**config.mk**
```make
export PLATFORM = sky130hd
export DESIGN_NAME = ordered_array_insert_remove
export DESIGN_NICKNAME = d
export VERILOG_FILES = /design/src/hw/rtl/oai_pkg.sv /design/src/hw/rtl/ordered_array_insert_remove.sv /design/src/hw/rtl/oai_cell.sv
export SDC_FILE = /design/constraint.sdc
export NUM_CORES = 1
export LEC_CHECK = 0
export BUFFER_PORTS_ARGS = -buffer_cell sky130_fd_sc_hd__buf_2
export CAP_MARGIN = 0
export CORE_MARGIN = 3
export CORE_UTILIZATION = 50
export DETAILED_ROUTE_END_ITERATION = 8
export GPL_ROUTABILITY_DRIVEN = 0
export PLACE_DENSITY = 0.7
export SLEW_MARGIN = 20
export SYNTH_ARGS = -nofsm -noshare
export SYNTH_HDL_FRONTEND = slang
export SYNTH_SLANG_ARGS = --single-unit
```
**constraint.sdc**
```tcl
create_clock -name clk -period 5.25 [get_ports clk]
set_clock_uncertainty 0.05 [all_clocks]
set_input_delay 0.2625 -clock clk [delete_from_list [all_inputs] [get_ports clk]]
set_output_delay 0.2625 -clock clk [all_outputs]
set_load 0.01 [all_outputs]
```
**src/hw/rtl/oai_pkg.sv**
```systemverilog
// ----------------------------------------------------------------------------
// oai_pkg: shared types and constants for the ordered array block
// Item structs, operation codes and the control bundle sent to the cells.
// ----------------------------------------------------------------------------
package oai_pkg;

  localparam int DEPTH      = 16;
  localparam int DATA_WIDTH = 32;

  // Fixed field widths of the item channels
  localparam int KIND_W  = 3;
  localparam int POS_W   = 5;
  localparam int WORD_W  = 32;
  localparam int COUNT_W = 5;

  localparam int CNT_W = $clog2(DEPTH + 1);
  localparam int IDX_W = $clog2(DEPTH);
  localparam int CMP_W = (POS_W > CNT_W) ? POS_W : CNT_W;

  typedef enum logic [KIND_W-1:0] {
    KIND_INSERT      = 3'd0,
    KIND_APPEND      = 3'd1,
    KIND_REMOVE      = 3'd2,
    KIND_REMOVE_LAST = 3'd3,
    KIND_READ        = 3'd4,
    KIND_READ_LAST   = 3'd5,
    KIND_CLEAR       = 3'd6
  } kind_t;

  typedef struct packed {
    logic [KIND_W-1:0] kind;
    logic [POS_W-1:0]  position;
    logic [WORD_W-1:0] word_in;
  } cmd_item_t;

  typedef struct packed {
    logic               status;
    logic [WORD_W-1:0]  word_out;
    logic [COUNT_W-1:0] count;
    logic               is_empty;
  } rsp_item_t;

  // Broadcast to every cell in the chain
  typedef struct packed {
    logic                  insert;
    logic                  remove;
    logic [CNT_W-1:0]      pos;
    logic [CNT_W-1:0]      fill;
    logic [DATA_WIDTH-1:0] word;
  } cell_ctrl_t;

endpackage

```
**src/hw/rtl/ordered_array_insert_remove.sv**
```systemverilog
// ----------------------------------------------------------------------------
// ordered_array_insert_remove: ordered word array with insert and remove
// The result is registered on the command transfer. Throughput: one
// command per cycle while the response is taken; an insert or remove
// shifts each affected cell in parallel, so the cell chain never stalls
// the input. Reset clears the fill count and the result valid; stored
// words stay undefined until written and are never read before that.
// ----------------------------------------------------------------------------
module ordered_array_insert_remove
  import oai_pkg::*;
(
  input  logic      clk,
  input  logic      rst,
  input  logic      cmd_valid,
  output logic      cmd_ready,
  input  cmd_item_t cmd,
  output logic      rsp_valid,
  input  logic      rsp_ready,
  output rsp_item_t rsp
);

  logic [CNT_W-1:0]      fill;
  logic [CNT_W-1:0]      fill_next;
  logic                  accept;
  logic                  ok;
  logic                  do_insert;
  logic                  do_remove;
  logic                  do_read;
  logic [CNT_W-1:0]      ins_pos;
  logic [IDX_W-1:0]      rd_addr;
  logic [CMP_W-1:0]      pos_c;
  logic [CMP_W-1:0]      fill_c;
  logic                  full;
  logic                  empty;
  logic [CNT_W-1:0]      fill_dec;
  logic [DATA_WIDTH-1:0] rd_word;
  cell_ctrl_t            ctrl;
  logic [DATA_WIDTH-1:0] cell_word [DEPTH];

  assign cmd_ready = !rsp_valid || rsp_ready;
  assign accept    = cmd_valid && cmd_ready;

  assign pos_c    = CMP_W'(cmd.position);
  assign fill_c   = CMP_W'(fill);
  assign full     = (fill == CNT_W'(DEPTH));
  assign empty    = (fill == '0);
  assign fill_dec = fill - CNT_W'(1);

  always_comb begin
    ok        = 1'b0;
    do_insert = 1'b0;
    do_remove = 1'b0;
    do_read   = 1'b0;
    ins_pos   = CNT_W'(cmd.position);
    rd_addr   = IDX_W'(cmd.position);
    fill_next = fill;
    case (cmd.kind)
      KIND_INSERT: begin
        ok        = !full && (pos_c <= fill_c);
        do_insert = ok;
        fill_next = ok ? fill + CNT_W'(1) : fill;
      end
      KIND_APPEND: begin
        ok        = !full;
        do_insert = ok;
        ins_pos   = fill;
        fill_next = ok ? fill + CNT_W'(1) : fill;
      end
      KIND_REMOVE: begin
        ok        = (pos_c < fill_c);
        do_remove = ok;
        fill_next = ok ? fill_dec : fill;
      end
      KIND_REMOVE_LAST: begin
        ok        = !empty;
        fill_next = ok ? fill_dec : fill;
      end
      KIND_READ: begin
        ok      = (pos_c < fill_c);
        do_read = ok;
      end
      KIND_READ_LAST: begin
        ok      = !empty;
        do_read = ok;
        rd_addr = IDX_W'(fill_dec);
      end
      KIND_CLEAR: begin
        ok        = 1'b1;
        fill_next = '0;
      end
      default: begin
        ok = 1'b0;
      end
    endcase
  end

  assign ctrl.insert = accept && do_insert;
  assign ctrl.remove = accept && do_remove;
  assign ctrl.pos    = ins_pos;
  assign ctrl.fill   = fill;
  assign ctrl.word   = DATA_WIDTH'(cmd.word_in);

  for (genvar i = 0; i < DEPTH; i++) begin : g_cell
    logic [DATA_WIDTH-1:0] lower_word;
    logic [DATA_WIDTH-1:0] upper_word;

    if (i == 0) begin : g_first
      assign lower_word = '0;
    end else begin : g_lower
      assign lower_word = cell_word[i-1];
    end

    if (i == DEPTH - 1) begin : g_last
      assign upper_word = '0;
    end else begin : g_upper
      assign upper_word = cell_word[i+1];
    end

    oai_cell u_cell (
      .clk        (clk),
      .idx        (CNT_W'(i)),
      .ctrl       (ctrl),
      .lower_word (lower_word),
      .upper_word (upper_word),
      .word       (cell_word[i])
    );
  end

  assign rd_word = cell_word[rd_addr];

  always_ff @(posedge clk) begin
    if (rst) begin
      fill      <= '0;
      rsp_valid <= 1'b0;
    end else begin
      if (accept) begin
        fill      <= fill_next;
        rsp_valid <= 1'b1;
      end else if (rsp_ready) begin
        rsp_valid <= 1'b0;
      end
    end
  end

  always_ff @(posedge clk) begin
    if (accept) begin
      rsp.status   <= !ok;
      rsp.word_out <= do_read ? WORD_W'(rd_word) : '0;
      rsp.count    <= COUNT_W'(fill_next);
      rsp.is_empty <= (fill_next == '0);
    end
  end

endmodule

```
**src/hw/rtl/oai_cell.sv**
```systemverilog
// ----------------------------------------------------------------------------
// oai_cell: one storage slot of the ordered array
// Holds one word; loads the new word, its lower neighbor's word on an insert
// shift, or its upper neighbor's word on a remove shift.
// ----------------------------------------------------------------------------
module oai_cell
  import oai_pkg::*;
(
  input  logic                  clk,
  input  logic [CNT_W-1:0]      idx,
  input  cell_ctrl_t            ctrl,
  input  logic [DATA_WIDTH-1:0] lower_word,
  input  logic [DATA_WIDTH-1:0] upper_word,
  output logic [DATA_WIDTH-1:0] word
);

  logic [CNT_W:0] idx_plus;

  assign idx_plus = {1'b0, idx} + {{CNT_W{1'b0}}, 1'b1};

  always_ff @(posedge clk) begin
    if (ctrl.insert) begin
      if (idx == ctrl.pos) begin
        word <= ctrl.word;
      end else if (idx > ctrl.pos && idx <= ctrl.fill) begin
        word <= lower_word;
      end
    end else if (ctrl.remove) begin
      // slots pos .. fill-2 pull down from above
      if (idx >= ctrl.pos && idx_plus < {1'b0, ctrl.fill}) begin
        word <= upper_word;
      end
    end
  end

endmodule
```
# Word level (Yosys, flattened, before mapping)
# Cells that the tools add are included.
# classes
eq_ne	38
n_shift	0
add_sub_neg	2
n_mul	0
bitwise	1
div	0
muxes	96
reduce_logical	81
order_cmp	67
# op_table
op	count
$mux W32	82
$bmux W32 S4	1
$ne A3 B1 Y1 const B	16
$reduce_and A3 Y1	16
$eq A4 B5 Y1 const A	8
$ge A4 B5 Y1 const A	8
$gt A4 B5 Y1 const A	8
$le A4 B5 Y1 const A	8
$lt A4 B5 Y1 const A	8
$logic_and A1 B1 Y1	36
$reduce_bool A2 Y1	18
$mux W5	5
$pmux W5 S5	1
$eq A3 B5 Y1 const A	4
$ge A3 B5 Y1 const A	4
$gt A3 B5 Y1 const A	4
$le A3 B5 Y1 const A	4
$lt A3 B5 Y1 const A	4
$logic_not A5 Y1	3
$eq A2 B5 Y1 const A	2
$ge A1 B5 Y1 const A	2
$ge A2 B5 Y1 const A	2
$gt A1 B5 Y1 const A	2
$gt A2 B5 Y1 const A	2
other kinds (24)	37
# totals
regBits	557
wordCells	307
memories	0
ram_bits	0
latch_bits	0
out_inout_bits	41
mem_bits_ro	0
in_bits	44

# Logic depth before layout (Yosys ltp)
# depth
depth_word	7
mapped_depth	12
depth_no_buf	9

# Modules after synthesis
# From an unflattened synthesis, not the netlist that was laid out.
# unflattened
hier_cells	3546
area_unflattened_um2	40162.3
# modules_own_cells
module	n_inst	seq_area_each_um2	cells_each	area_each_um2
oai_cell	16	960.9	194	2129.5
ordered_array_insert_remove	1	1291.2	442	6089.6

# Least setup slack after synthesis
# Ideal clock, no wire load.
# synth_path
kind	reg-to-reg
startpoint	reg rsp_valid
endpoint	reg g_cell[15].u_cell.word[0] (enable)
path_slack_ns	-0.283
required_ns	4.730
n_path_buf	2
setup_ns	0.470
path_stages_with_launch	9
arrival_time_ns	5.014
period_less_slack_ns	5.533
path_cell_list	dfxtp_1 -> nand2b_1 -> nand2_1 -> inv_1 -> nand3_1 -> buf_2 -> buf_2 -> o31a_1 -> o31ai_1
# synth_via
elab_chain_len	6
elab_cells_between_ends	9
classes_between	eq/ne: 1; reduce/logical: 8
# synth_rtl
element	line_no	text
from (decl)	ordered_array_insert_remove.sv:17	output logic rsp_valid,
from (signal assigned)	ordered_array_insert_remove.sv:134	rsp_valid <= 1'b0;
from (signal assigned)	ordered_array_insert_remove.sv:138	rsp_valid <= 1'b1;
from (signal assigned)	ordered_array_insert_remove.sv:140	rsp_valid <= 1'b0;
$logic_not A1 Y1 *	ordered_array_insert_remove.sv:40	assign cmd_ready = !rsp_valid || rsp_ready;
$logic_or A1 B1 Y1 *	ordered_array_insert_remove.sv:40	
net cmd_ready	ordered_array_insert_remove.sv:15	output logic cmd_ready,
$logic_and A1 B1 Y1 *	ordered_array_insert_remove.sv:41	assign accept = cmd_valid && cmd_ready;
net accept	ordered_array_insert_remove.sv:24	logic accept;
$logic_and A1 B1 Y1 (on tied branches)	ordered_array_insert_remove.sv:97, ordered_array_insert_remove.sv:98	
$ne A3 B1 Y1 (no line) / $reduce_bool A2 Y1 (equally long branches)	n/a	
$reduce_and A3 Y1 (no line) *	n/a	
to (signal assigned)	oai_cell.sv:24	word <= ctrl.word;
to (signal assigned)	oai_cell.sv:26	word <= lower_word;
to (signal assigned)	oai_cell.sv:31	word <= upper_word;
to (decl)	oai_cell.sv:14	output logic [DATA_WIDTH-1:0] word
# Mark *: on every way through the listed nets, which the timed path passes. The rest lies on a longest branch.
# A chain may end at the register's enable or synchronous reset.

# Worst setup path in the final report
# layout_path
startpoint	reg fill[1]
endpoint	reg g_cell[4].u_cell.word[18] (data pin)
# layout_via
elab_chain_len	6
elab_cells_between_ends	10
classes_between	order compare: 1; eq/ne: 2; mux: 4; reduce/logical: 3
# layout_rtl
element	line_no	text
from (decl)	ordered_array_insert_remove.sv:22	logic [CNT_W-1:0] fill;
from (signal assigned)	ordered_array_insert_remove.sv:137	fill <= fill_next;
branches (longest 5 deep; another with $le A5 B5 Y1)	n/a	
$mux W32 *	oai_cell.sv:22	if (ctrl.insert) begin
to (signal assigned)	oai_cell.sv:24	
to (signal assigned)	oai_cell.sv:26	
to (signal assigned)	oai_cell.sv:31	
to (decl)	oai_cell.sv:14	
# Mark *: on every way between the ends.

==> run_results.csv <==
group,metric,value,unit
floorplanning,design.die.area,68900,um2
floorplanning,die_w,262,um
hold_path,whs_path_depth,3,
hold_path,hp-class,"in2reg",
placed_design,dp_slack,1.30,ns
clock_network,post_cts_resized,0,
drt,dr.first_iter.drc_count,3066,
setup_path,slowest_delay,0.64,ns
sta,period_share,0.768,
placed_design,dp_hpwl,55900,um
final_layout,syn2layout_area_growth,9.75,%
clock_network,cts_tree,"yes",
setup_path,crit_buf_inv,3,
sta,whs,0.0666,ns
setup_path,crit_required,5.53,ns
floorplanning,fp-row-count,93,
drt,wirelength,93500,um
setup_path,worstPathArrival,4.31,ns
sta,worst_pin_slew,1.12,ns
clock_network,clock-sinks,557,
setup_path,worstReg2RegStart,"fill[1]$_SDFFE_PP0P_",
drt,vias_per_cell,6.47,
yosys,synth_cell_types,67,
yosys,yosys.area.top_type,"edfxtp_1",
clock_network,htreeDepth,2,
outcome,status,"complete, no violations",
setup_path,reg2reg_depth,9,
clock_network,clk_pin_slew,0.07,ns
sta,drv_slew,0,
setup_path,crit_chain,"inv_1, ha_1, nand2b_1, a211o_1, a31o_2, nand3_4, buf_12, buf_12, o21ai_0",
setup_path,critical_path_class,"reg2reg",
setup_path,cp_max_fo,270,
placed_design,placed_area,34100,um2
final_layout,multi_input_area,15100,um2
clock_network,postCtsHoldBufs,3,
sta,final_hold_viol_count,0,
sta,setup_viol,0,
final_layout,fillers,5364,
yosys,synth_seq_cells,557,
setup_path,r2r-end,"g_cell[4].u_cell.word[18]$_DFFE_PP_",
sta,slew_headroom,0.237,
sta,fin_tns_setup,0,ns
setup_path,r2r_slack,1.22,ns
setup_path,cpMostUsedCell,"buf_12",
floorplanning,floorplan.initialDensity,0.507,
placed_design,numPortBuffers,84,
clock_network,clk_latency,0.64,ns
floorplanning,die_h,262,um
drt,ant_nets,0,
final_layout,num-nets-final,2983,
setup_path,crit_path_start_kind,"flip-flop",
drt,routedWlPerCell,24.4,um
sta,fin_crit,4.03,ns
setup_path,path_delay_family,"buffers and inverters",
placed_design,dp.cells,3718,
yosys,synth-warning-count,0,
yosys,synth.most_common_cell,"edfxtp_1",
power_and_ir_drop,pwr_density_cell,297,nW/um2
grt,track_usage,0.264,
final_layout,drive_gt1_frac,0.120,
floorplanning,core-area,64800,um2
final_layout,fin_util,0.557,
grt,grt_pass1_wl,144000,um
yosys,synth_nets,3041,
grt,grt_pass1_vias,24000,
drt,dr.pass1.iters,8,
drt,post-route-drc-count,0,
final_layout,fin_area,36100,um2
yosys,synthesis.area,32900,um2
clock_network,cts_root_buf,"clkbuf_16",
run,cap_violations,0,
yosys,synth_edf_count,551,
final_layout,finish.cell_count_without_fillers,3831,
yosys,synth_area_leaders,"edfxtp_1 (50%), mux2i_1 (17%), o21ai_0 (6.2%), nand2_1 (5.8%), mux4_2 (4.4%)",
clock_network,post-cts-setup-buffer-count,0,
power_and_ir_drop,finalPower,10.7,mW
setup_path,slowest_stage,"buf_12",
final_layout,regArea,16700,um2
sta,fmax,248,MHz
power_and_ir_drop,p_leak,13.9,nW
sta,rsz0062_at_grt,"no",
yosys,ys_seq_area_frac,0.507,
grt,antenna_found_initial,2,
grt,grt_max_degree,279,
floorplanning,io_pins,85,
power_and_ir_drop,ir_drop,0.000242,V
sta,fin_ws,1.22,ns
hold_path,hold_start,"cmd[37]",
yosys,synth_common_cells,"edfxtp_1 (551), mux2i_1 (547), nand2_1 (507)",
clock_network,clockBufferDepth,3,
yosys,yosysTopAreaCellShare,0.503,
yosys,synthCells,2987,
hold_path,min_to,"rsp[38]$_DFFE_PP_",
drt,vias,24800,
grt,grt_overflow,0,
setup_path,cp-end-kind,"flip-flop",
yosys,synth-async-reset-ratio,0,
yosys,syn_avg_cell_area,11.0,um2
yosys,ys.flop_type,"edfxtp_1",
clock_network,cts-buffers-inserted,61,
-- flip-flops by register name (all words and copies together) (netlist names) --
signal / cells
fill: 5
g_cell.u_cell.word: 512
rsp: 39
rsp_valid: 1
-- where the power goes --
part           switching (mW)  leakage [nW]  total (mW)  internal (mW)
Sequential             0.0480          5.10        5.04           4.99
Combinational           0.849          7.80        1.30          0.453
Clock                    1.81         0.962        4.37           2.55
Total                    2.71          13.9        10.7           7.99
-- cell usage in the layout (no fill, tap or decap), types with 5 or more instances in the layout --
cell type  Yosys  routed
buf_2         73      84
inv_1          9       8
a211oi_1     165     165
mux2i_1      547     546
mux4_2        64      64
a21oi_1       97      91
ha_1          10      10
clkinv_1       2      14
nor2_4         0      11
nor2b_1       66      66
or3_2          0       5
a21oi_4        0       6
nand3_1       10       9
a22o_1        33      33
edfxtp_1     551     551
buf_4         34      60
clkinv_2       0      10
buf_12         0      18
nor2_1        30      25
clkbuf_1     152      14
nand2_1      507     507
o21ai_1       93      92
bufinv_16      0       9
o21ai_0      410     409
nor3_1         7       6
a31oi_1        8       8
dfxtp_1        6       6
clkbuf_16      0      61
nand2b_1       9       7
-- final cells by class --
| cell class | count | area share |
|---|---|---|
| timing repair buffer | 165 | 0.0349 |
| clock buffer | 75 | 0.0437 |
| tap | 855 | 0.0296 |
| clock inverter | 33 | 0.0106 |
| inverter | 11 | 0.00114 |
| multi-input combinational | 2133 | 0.418 |
| antenna | 2 | 0.000139 |
| sequential | 557 | 0.462 |
-- how the worst max path moves through the flow --
| stage | from | to | slack, ns | cells past startpoint |
|---|---|---|---|---|
| final | fill[1]$_SDFFE_PP0P_ | g_cell[4].u_cell.word[18]$_DFFE_PP_ | 1.22 | 9 |
| after global routing | fill[1]$_SDFFE_PP0P_ | g_cell[4].u_cell.word[18]$_DFFE_PP_ | 0.93 | 9 |
| after CTS | fill[1]$_SDFFE_PP0P_ | g_cell[2].u_cell.word[21]$_DFFE_PP_ | 1.31 | 9 |
| after detailed placement | fill[1]$_SDFFE_PP0P_ | g_cell[2].u_cell.word[21]$_DFFE_PP_ | 1.30 | 9 |
| after global placement | fill[1]$_SDFFE_PP0P_ | g_cell[12].u_cell.word[17]$_DFFE_PP_ | 1.44 | 10 |
| after floorplan | rsp_valid$_SDFFE_PP0P_ | g_cell[0].u_cell.word[0]$_DFFE_PP_ | 0.16 | 8 |
-- routing by layer --
metal	vias to the layer above	global-route usage	part of all wire
met5	-	0	0
met4	0	0.0835	0.031
met3	215	0.0461	0.095
met2	1273	0.417	0.46
met1	12200	0.374	0.41
li1	11100	-	-
-- cells by family after synthesis --
family                   synth area share
XOR/XNOR                         0.000799
adder cells (fa/ha/maj)           0.00380
multiplexers                        0.211
flip-flops                          0.507
AO/OA/AOI/OAI                       0.149
AND/OR/NAND/NOR                    0.0859
buffers and inverters              0.0428
-- tightest hold or removal path, stage by stage --
cell and delay [ns]:
buf_2 0.19, a221oi_1 0.10, nor2_1 0.08
No activity file was read; power rests on OpenSTA's default activity.
